[src/hdl/jsu_pkg.sv]
`timescale 1ns / 1ps

package jsu_pkg;

  // Input item modes
  localparam logic [1:0] MODE_START = 2'd0;
  localparam logic [1:0] MODE_BYTE  = 2'd1;
  localparam logic [1:0] MODE_END   = 2'd2;

  // Result status codes
  localparam logic [2:0] ST_DATA   = 3'd0;
  localparam logic [2:0] ST_DONE   = 3'd1;
  localparam logic [2:0] ST_NOQUOT = 3'd2;
  localparam logic [2:0] ST_BADHEX = 3'd3;
  localparam logic [2:0] ST_UNTERM = 3'd4;

  // Parser phase codes
  localparam logic [1:0] PH_IDLE = 2'd0;
  localparam logic [1:0] PH_STR  = 2'd1;
  localparam logic [1:0] PH_ESC  = 2'd2;
  localparam logic [1:0] PH_HEX  = 2'd3;

  localparam logic [7:0] CHAR_QUOTE = 8'h22;
  localparam logic [7:0] CHAR_BSL   = 8'h5C;
  localparam logic [7:0] CHAR_U     = 8'h75;

  // Most results one input item can produce
  localparam int unsigned NumRes = 3;

  typedef struct packed {
    logic [1:0]  phase;
    logic [1:0]  hex_cnt;
    logic [15:0] code_point;
  } state_t;

  typedef struct packed {
    logic [7:0] out_byte;
    logic [2:0] status;
    logic       last;
  } res_t;

endpackage

[src/hdl/jsu_in_if.sv]
`timescale 1ns / 1ps

interface jsu_in_if;
  logic       valid;
  logic       ready;
  logic [1:0] mode;
  logic [7:0] in_byte;

  modport source (output valid, output mode, output in_byte, input ready);
  modport sink   (input valid, input mode, input in_byte, output ready);
endinterface

[src/hdl/jsu_out_if.sv]
`timescale 1ns / 1ps

interface jsu_out_if;
  logic       valid;
  logic       ready;
  logic [7:0] out_byte;
  logic [2:0] status;
  logic       last;

  modport source (output valid, output out_byte, output status, output last, input ready);
  modport sink   (input valid, input out_byte, input status, input last, output ready);
endinterface

[src/hdl/jsu_decode.sv]
`timescale 1ns / 1ps

// Next-state and result generation for one input byte.
module jsu_decode import jsu_pkg::*; (
  input  state_t              cur_i,
  input  logic [1:0]          mode_i,
  input  logic [7:0]          in_byte_i,
  output state_t              nxt_o,
  output res_t [NumRes-1:0]   res_o,
  output logic [1:0]          res_cnt_o
);

  logic       hex_ok;
  logic [3:0] hex_val;
  logic [7:0] esc_byte;
  logic [15:0] cp_new;
  logic [1:0] n;

  always_comb begin
    hex_ok  = 1'b1;
    hex_val = 4'd0;
    if (in_byte_i >= 8'h30 && in_byte_i <= 8'h39) begin
      hex_val = 4'(in_byte_i - 8'h30);
    end else if (in_byte_i >= 8'h61 && in_byte_i <= 8'h66) begin
      hex_val = 4'(in_byte_i - 8'h57);
    end else if (in_byte_i >= 8'h41 && in_byte_i <= 8'h46) begin
      hex_val = 4'(in_byte_i - 8'h37);
    end else begin
      hex_ok = 1'b0;
    end
  end

  always_comb begin
    case (in_byte_i)
      8'h6E:   esc_byte = 8'h0A;
      8'h72:   esc_byte = 8'h0D;
      8'h74:   esc_byte = 8'h09;
      8'h62:   esc_byte = 8'h08;
      8'h66:   esc_byte = 8'h0C;
      default: esc_byte = in_byte_i;
    endcase
  end

  assign cp_new = {cur_i.code_point[11:0], hex_val};

  always_comb begin
    nxt_o = cur_i;
    res_o = '0;
    n     = 2'd0;
    case (mode_i)
      MODE_START: begin
        nxt_o.hex_cnt    = 2'd0;
        nxt_o.code_point = 16'd0;
        if (in_byte_i == CHAR_QUOTE) begin
          nxt_o.phase = PH_STR;
        end else begin
          nxt_o.phase      = PH_IDLE;
          res_o[0].status  = ST_NOQUOT;
          n                = 2'd1;
        end
      end
      MODE_END: begin
        if (cur_i.phase != PH_IDLE) begin
          nxt_o.phase     = PH_IDLE;
          nxt_o.hex_cnt   = 2'd0;
          res_o[0].status = ST_UNTERM;
          n               = 2'd1;
        end
      end
      MODE_BYTE: begin
        case (cur_i.phase)
          PH_STR: begin
            if (in_byte_i == CHAR_QUOTE) begin
              nxt_o.phase     = PH_IDLE;
              res_o[0].status = ST_DONE;
              n               = 2'd1;
            end else if (in_byte_i == CHAR_BSL) begin
              nxt_o.phase = PH_ESC;
            end else begin
              res_o[0].out_byte = in_byte_i;
              n                 = 2'd1;
            end
          end
          PH_ESC: begin
            if (in_byte_i == CHAR_U) begin
              nxt_o.phase      = PH_HEX;
              nxt_o.hex_cnt    = 2'd0;
              nxt_o.code_point = 16'd0;
            end else begin
              nxt_o.phase       = PH_STR;
              res_o[0].out_byte = esc_byte;
              n                 = 2'd1;
            end
          end
          PH_HEX: begin
            if (!hex_ok) begin
              nxt_o.phase     = PH_IDLE;
              nxt_o.hex_cnt   = 2'd0;
              res_o[0].status = ST_BADHEX;
              n               = 2'd1;
            end else begin
              nxt_o.code_point = cp_new;
              if (cur_i.hex_cnt != 2'd3) begin
                nxt_o.hex_cnt = cur_i.hex_cnt + 2'd1;
              end else begin
                nxt_o.hex_cnt = 2'd0;
                nxt_o.phase   = PH_STR;
                // UTF-8 encode, at most three bytes for a 16-bit code point
                if (cp_new < 16'h0080) begin
                  res_o[0].out_byte = cp_new[7:0];
                  n                 = 2'd1;
                end else if (cp_new < 16'h0800) begin
                  res_o[0].out_byte = 8'hC0 | {3'd0, cp_new[10:6]};
                  res_o[1].out_byte = 8'h80 | {2'd0, cp_new[5:0]};
                  n                 = 2'd2;
                end else begin
                  res_o[0].out_byte = 8'hE0 | {4'd0, cp_new[15:12]};
                  res_o[1].out_byte = 8'h80 | {2'd0, cp_new[11:6]};
                  res_o[2].out_byte = 8'h80 | {2'd0, cp_new[5:0]};
                  n                 = 2'd3;
                end
              end
            end
          end
          default: nxt_o.phase = PH_IDLE;
        endcase
      end
      default: ;
    endcase
    res_o[0].last = (n == 2'd1);
    res_o[1].last = (n == 2'd2);
    res_o[2].last = (n == 2'd3);
  end

  assign res_cnt_o = n;

endmodule

[src/hdl/json_string_unescape_core.sv]
`timescale 1ns / 1ps

// JSON string unescaper: one raw byte per input transfer, decoded bytes out.
//
// in_i  (sink):   mode (start / byte / end of input) and in_byte.
// out_o (source): out_byte, status and last, one result per transfer.
//   An input byte yields zero to three results; last marks the final one.
//
// Each accepted byte is decoded in the cycle it is taken and its results are
// written into a small result queue (2**FifoAw entries); out_o is driven from
// the queue, never combinationally from in_i. Throughput is one input byte per
// cycle while in_i.ready is high; in_i.ready depends only on queue occupancy,
// never combinationally on out_o.ready, and stays high while at least three
// entries are free. With the default depth a \uXXXX escape yielding three bytes
// does not stall a stream drained at one result per cycle.
//
// Reset clears the parser to idle and empties the queue. When the receiver
// stalls, results wait in the queue; input is held off once fewer than three entries are free.
module json_string_unescape_core import jsu_pkg::*; #(
  parameter int unsigned FifoAw = 3
) (
  input  logic      clk_i,
  input  logic      rst_ni,
  jsu_in_if.sink    in_i,
  jsu_out_if.source out_o
);

  localparam int unsigned Depth = 2 ** FifoAw;
  localparam int unsigned CntW  = FifoAw + 1;

  state_t              state_q, state_d;
  res_t [NumRes-1:0]   res;
  logic [1:0]          res_cnt;

  res_t                mem_q [Depth];
  logic [FifoAw-1:0]   wptr_q, rptr_q;
  logic [CntW-1:0]     count_q, count_d;

  logic in_acc, out_acc;
  logic [CntW-1:0] push_n;

  jsu_decode u_decode (
    .cur_i     (state_q),
    .mode_i    (in_i.mode),
    .in_byte_i (in_i.in_byte),
    .nxt_o     (state_d),
    .res_o     (res),
    .res_cnt_o (res_cnt)
  );

  // Room for a worst-case item (three results) before taking another byte
  assign in_i.ready = (count_q <= CntW'(Depth - NumRes));
  assign in_acc     = in_i.valid && in_i.ready;
  assign out_acc    = out_o.valid && out_o.ready;
  assign push_n     = in_acc ? CntW'(res_cnt) : '0;
  assign count_d    = count_q + push_n - CntW'(out_acc);

  always_ff @(posedge clk_i or negedge rst_ni) begin
    if (!rst_ni) begin
      state_q <= '0;
      wptr_q  <= '0;
      rptr_q  <= '0;
      count_q <= '0;
    end else begin
      if (in_acc) begin
        state_q <= state_d;
      end
      wptr_q  <= wptr_q + FifoAw'(push_n);
      if (out_acc) begin
        rptr_q <= rptr_q + FifoAw'(1);
      end
      count_q <= count_d;
    end
  end

  // Queue storage, no reset needed
  always_ff @(posedge clk_i) begin
    for (int k = 0; k < NumRes; k++) begin
      if (in_acc && (2'(k) < res_cnt)) begin
        mem_q[wptr_q + FifoAw'(k)] <= res[k];
      end
    end
  end

  assign out_o.valid    = (count_q != '0);
  assign out_o.out_byte = mem_q[rptr_q].out_byte;
  assign out_o.status   = mem_q[rptr_q].status;
  assign out_o.last     = mem_q[rptr_q].last;

  // Queue never overfills
  a_count_bound: assert property (@(posedge clk_i) disable iff (!rst_ni)
    count_q <= CntW'(Depth))
    else $error("result queue overflow");

  // Digit counter only runs inside a \u sequence
  a_hex_in_phase: assert property (@(posedge clk_i) disable iff (!rst_ni)
    (state_q.hex_cnt != 2'd0) |-> (state_q.phase == PH_HEX))
    else $error("hex digit count outside hex phase");

  // Plain bytes while idle produce nothing and leave the parser idle
  a_idle_quiet: assert property (@(posedge clk_i) disable iff (!rst_ni)
    (in_acc && in_i.mode == MODE_BYTE && state_q.phase == PH_IDLE)
      |=> (count_q <= $past(count_q)) && (state_q.phase == PH_IDLE))
    else $error("idle parser produced output");

endmodule

[src/flat_wrapper.sv]
// flat-port wrapper written by rule: the top's interface ports become plain ports
module json_string_unescape_core_flat import jsu_pkg::*;
#(
  parameter int unsigned FifoAw = 3
)
  (clk_i, rst_ni, in_i_valid, in_i_mode, in_i_in_byte, in_i_ready, out_o_valid, out_o_out_byte, out_o_status, out_o_last, out_o_ready);
  jsu_in_if in_i_i ();
  jsu_out_if out_o_i ();
  input  logic clk_i;
  input  logic rst_ni;
  input wire logic [$bits(in_i_i.valid)-1:0] in_i_valid;
  input wire logic [$bits(in_i_i.mode)-1:0] in_i_mode;
  input wire logic [$bits(in_i_i.in_byte)-1:0] in_i_in_byte;
  output wire logic [$bits(in_i_i.ready)-1:0] in_i_ready;
  output wire logic [$bits(out_o_i.valid)-1:0] out_o_valid;
  output wire logic [$bits(out_o_i.out_byte)-1:0] out_o_out_byte;
  output wire logic [$bits(out_o_i.status)-1:0] out_o_status;
  output wire logic [$bits(out_o_i.last)-1:0] out_o_last;
  input wire logic [$bits(out_o_i.ready)-1:0] out_o_ready;
  assign in_i_i.valid = in_i_valid;
  assign in_i_i.mode = in_i_mode;
  assign in_i_i.in_byte = in_i_in_byte;
  assign in_i_ready = in_i_i.ready;
  assign out_o_valid = out_o_i.valid;
  assign out_o_out_byte = out_o_i.out_byte;
  assign out_o_status = out_o_i.status;
  assign out_o_last = out_o_i.last;
  assign out_o_i.ready = out_o_ready;
  json_string_unescape_core #(.FifoAw(FifoAw)) u_core (.clk_i(clk_i), .rst_ni(rst_ni), .in_i(in_i_i), .out_o(out_o_i));
endmodule
[config.mk]
export PLATFORM = sky130hd
export DESIGN_NAME = json_string_unescape_core_flat
export DESIGN_NICKNAME = d
export VERILOG_FILES = /design/src/hdl/jsu_pkg.sv /design/src/hdl/jsu_in_if.sv /design/src/hdl/jsu_out_if.sv /design/src/hdl/jsu_decode.sv /design/src/hdl/json_string_unescape_core.sv /design/src/flat_wrapper.sv
export SDC_FILE = /design/constraint.sdc
export NUM_CORES = 1
export LEC_CHECK = 0
export BUFFER_PORTS_ARGS = -buffer_cell sky130_fd_sc_hd__buf_2
export CELL_PAD_IN_SITES_DETAIL_PLACEMENT = 1
export CELL_PAD_IN_SITES_GLOBAL_PLACEMENT = 2
export CORE_MARGIN = 2
export CORE_UTILIZATION = 41
export DETAILED_ROUTE_END_ITERATION = 8
export HOLD_SLACK_MARGIN = 0.02
export PLACE_DENSITY = 0.79
export SETUP_SLACK_MARGIN = 0.5
export SYNTH_ARGS = -nofsm -noshare
export SYNTH_HDL_FRONTEND = slang
export SYNTH_SLANG_ARGS = --single-unit
[constraint.sdc]
create_clock -name clk_i -period 3.5 [get_ports clk_i]
set_input_delay 0.7 -clock clk_i [delete_from_list [all_inputs] [get_ports clk_i]]
set_output_delay 0.7 -clock clk_i [all_outputs]
set_load 0.02 [all_outputs]
==> impl_metrics.toml <==
[synthesis]
synth_cells = 774
synth_edf_count = 64
yosysWarningCount = 0
syn_area_per_cell_um2 = 9.84
async_flop_share = 0.213
synth.net_count = 809
synth_ff_type = "edfxtp_1"
ys_seq_area_frac = 0.422
synth.cell_area_um2 = 7610
synth_cell_types = 76
netlist_top_cells_area = "edfxtp_1 25%, dfrtp_1 8.5%, dfxtp_1 8.4%"
synth-seq-cells = 122
yosys.area.top_type = "edfxtp_1"
yosysTopAreaCellShare = 0.252

[layout]
fillers = 1969
nNetsFinal = 906
final_cell_mix = "89 x buf_4, 73 x nor2_1, 64 x edfxtp_1"
area_delta_synth_final_pct = 25.3
final_common_cell = "buf_4"
finalNonFillerCells = 1113
antenna_cells = 0
layout-drive-gt1-share = 0.311

[clocking]
path_clk_slew_ns = 0.06
cts_tree = "done"
cts_buffers = 17
insertion_delay_ns = 0.43
htree_levels = 4
cts_sinks = 122
cts-root-buf = "clkbuf_16"
cts_buffer_depth = 2

[routing]
drtIter0Drc = 503
drt_pass1_iterations = 5
wire_per_inst_um = 26.3
ant_nets = 0
vias = 7221
route.detailed.drc = 0
totalWireLength_um = 29300
viasPerCell = 6.49

[worst_setup_path]
cp.required_ns = 3.66
crit_family = "compound AO/OA/AOI/OAI gates"
crit_path_cell_trace = "clkbuf_4 -> inv_12 -> ha_4 -> or4bb_1 -> nor2_1 -> buf_4 -> o21ai_0 -> a21oi_1 -> o22ai_1 -> buf_4 -> a221oi_1 -> a21oi_1"
max_stage_delay_ns = 0.47
path_buf_inv = 4
cp.depth = 12
path_class = "in -> reg"
reg2reg_depth = 9
crit_slowest_cell = "or4bb_1"
worstPathMaxFanout = 6
arrival_ns = 3.14
cp-start-kind = "input pin"
worstSetupEndpointType = "flop"

[power]
seq_power_share = 0.342
cell_internal_pwr_uw = 3390
total_power_uw = 5490
p_leak_uw = 0.00351
pwr-share-comb = 0.326
power.density_nw_per_um2 = 575
power.switching_uw = 2100
peakVddDrop_uv = 389
pwr-share-clk = 0.332
swShare = 0.382

[global_routing]
grt_pass1_vias = 7490
grt_use_total = 0.308
grt_pass1_wl_um = 45500
grtUsageMet2 = 0.533
gr-usage-met1 = 0.392
busiest_layer = "met2"
antenna_found_initial = 0
grt_util_met3 = 0.0503
grt_max_degree = 27
grt_overflow_total = 0

[sta]
finalSetupViolCount = 0
min_period_ns = 2.98
drv_slew = 0
clock_skew_ns = 0.00528
hold_viol_final = 0
fin_crit_sh = 0.852
tns_ns = 0
relSlewSlack = 0.524
rsz0062_at_grt = "yes"
worstMarginPinSlew_ns = 0.715
max_freq_mhz = 335

[floorplan]
fp.coreArea_um2 = 18100
rows = 49
top_level_ports = 28
start_util = 0.421
die_x_um = 140
die-area_um2 = 19700
chipHeight_um = 140

[placement]
portBuffers = 27
dpl.cell_count = 1077
dp_hpwl_um = 22900
gp_congestion = 0.975

[hold_path]
hold_class = "in -> async"

[run_status]
status = "finished, final reports clean"

[job]
drv_cap = 0
[per-stage QoR]
step / hold slack (ns) / util / worst slack, ns / instance area, um^2
global placement: 0.469 / 0.483 / -0.185 / 8740
floorplan: 0.404 / - / 0.438 / 7830
finish: 0.291 / 0.528 / 0.519 / 9540
detailed placement: 0.500 / 0.483 / -0.192 / 8740
CTS: 0.313 / 0.520 / 0.493 / 9400
global route: 0.338 / 0.528 / 0.434 / 9540
[what timing repair did]
| action | in CTS | in global routing |
|---|---|---|
| gates resized for setup | 11 | 34 |
| endpoints found under the setup margin | 36 | 128 |
| hold buffers | 0 | 0 |
| pin swaps | 1 | 2 |
| buffers inserted | 2 | 2 |
| cloned | 0 | 0 |
[logic make-up after synthesis]
group / Yosys count / synth area share
DFF: 122 / 0.422
buffers and inverters: 78 / 0.0407
and+or+nand+nor: 284 / 0.190
adders and majority gates: 21 / 0.0365
muxes: 41 / 0.0960
AOI/OAI and AO/OA: 221 / 0.207
xor gates and xnor gates: 7 / 0.00805
[synthesized netlist by cell type (all sizes together), types with 8 or more instances]
cell type  instances
a21oi             33
a22oi             40
a32oi              8
and2               9
and3              12
buf               13
clkbuf            30
dfrtp             26
dfxtp             32
edfxtp            64
ha                19
inv               35
mux2              16
mux4              24
nand2             68
nand3             46
nor2              75
nor3              18
o21ai             46
o221ai            17
o22ai             16
[power by group through the flow]
stage                     combinational (uW)  sequential, uW  clock [uW]
after floorplan                         1260            1740           0
after CTS                               1760            1870        1840
after global placement                  1680            1880           0
final                                   1790            1880        1820
after detailed placement                1750            1890           0
after global routing                    1960            1900        1890
[sequential cells by signal, indices dropped and copies added, names as in the netlist]
| name | flops |
|---|---|
| u_core.rptr_q | 3 |
| u_core.wptr_q | 3 |
| u_core.mem_q | 96 |
| u_core.count_q | 4 |
| u_core.state_q | 16 |
[cell type report]
cell class,count,area (um^2),share of cell area
tap,229,287,0.0300
timing repair buffer,121,895,0.0938
sequential,122,3210,0.337
inverter,35,165,0.0173
multi-input combinational,574,4380,0.459
clock buffer,18,450,0.0472
clock inverter,14,150,0.0157
[metal layers]
metal	vias up	routed length (um)
li1	3180	-
met1	3723	11900
met2	274	14900
met3	44	1640
met4	0	868
met5	-	0
[worst paths after layout]
path / slack [ns] / startpoint / endpoint
min reg2reg: 0.51 / u_core.state_q[17]$_DFFE_PN0P_ / u_core.state_q[17]$_DFFE_PN0P_
max in group asynchronous: 2.72 / rst_ni / u_core.rptr_q[1]$_DFFE_PN0P_
min in group clk_i: 0.51 / u_core.state_q[17]$_DFFE_PN0P_ / u_core.state_q[17]$_DFFE_PN0P_
max: 0.52 / in_i_in_byte[0] / u_core.mem_q[4][7]$_DFFE_PP_
min: 0.29 / rst_ni / u_core.state_q[11]$_DFFE_PN0P_
max reg2reg: 0.52 / u_core.state_q[11]$_DFFE_PN0P_ / u_core.mem_q[5][5]$_DFFE_PP_
No activity file was read; power rests on OpenSTA's default activity.
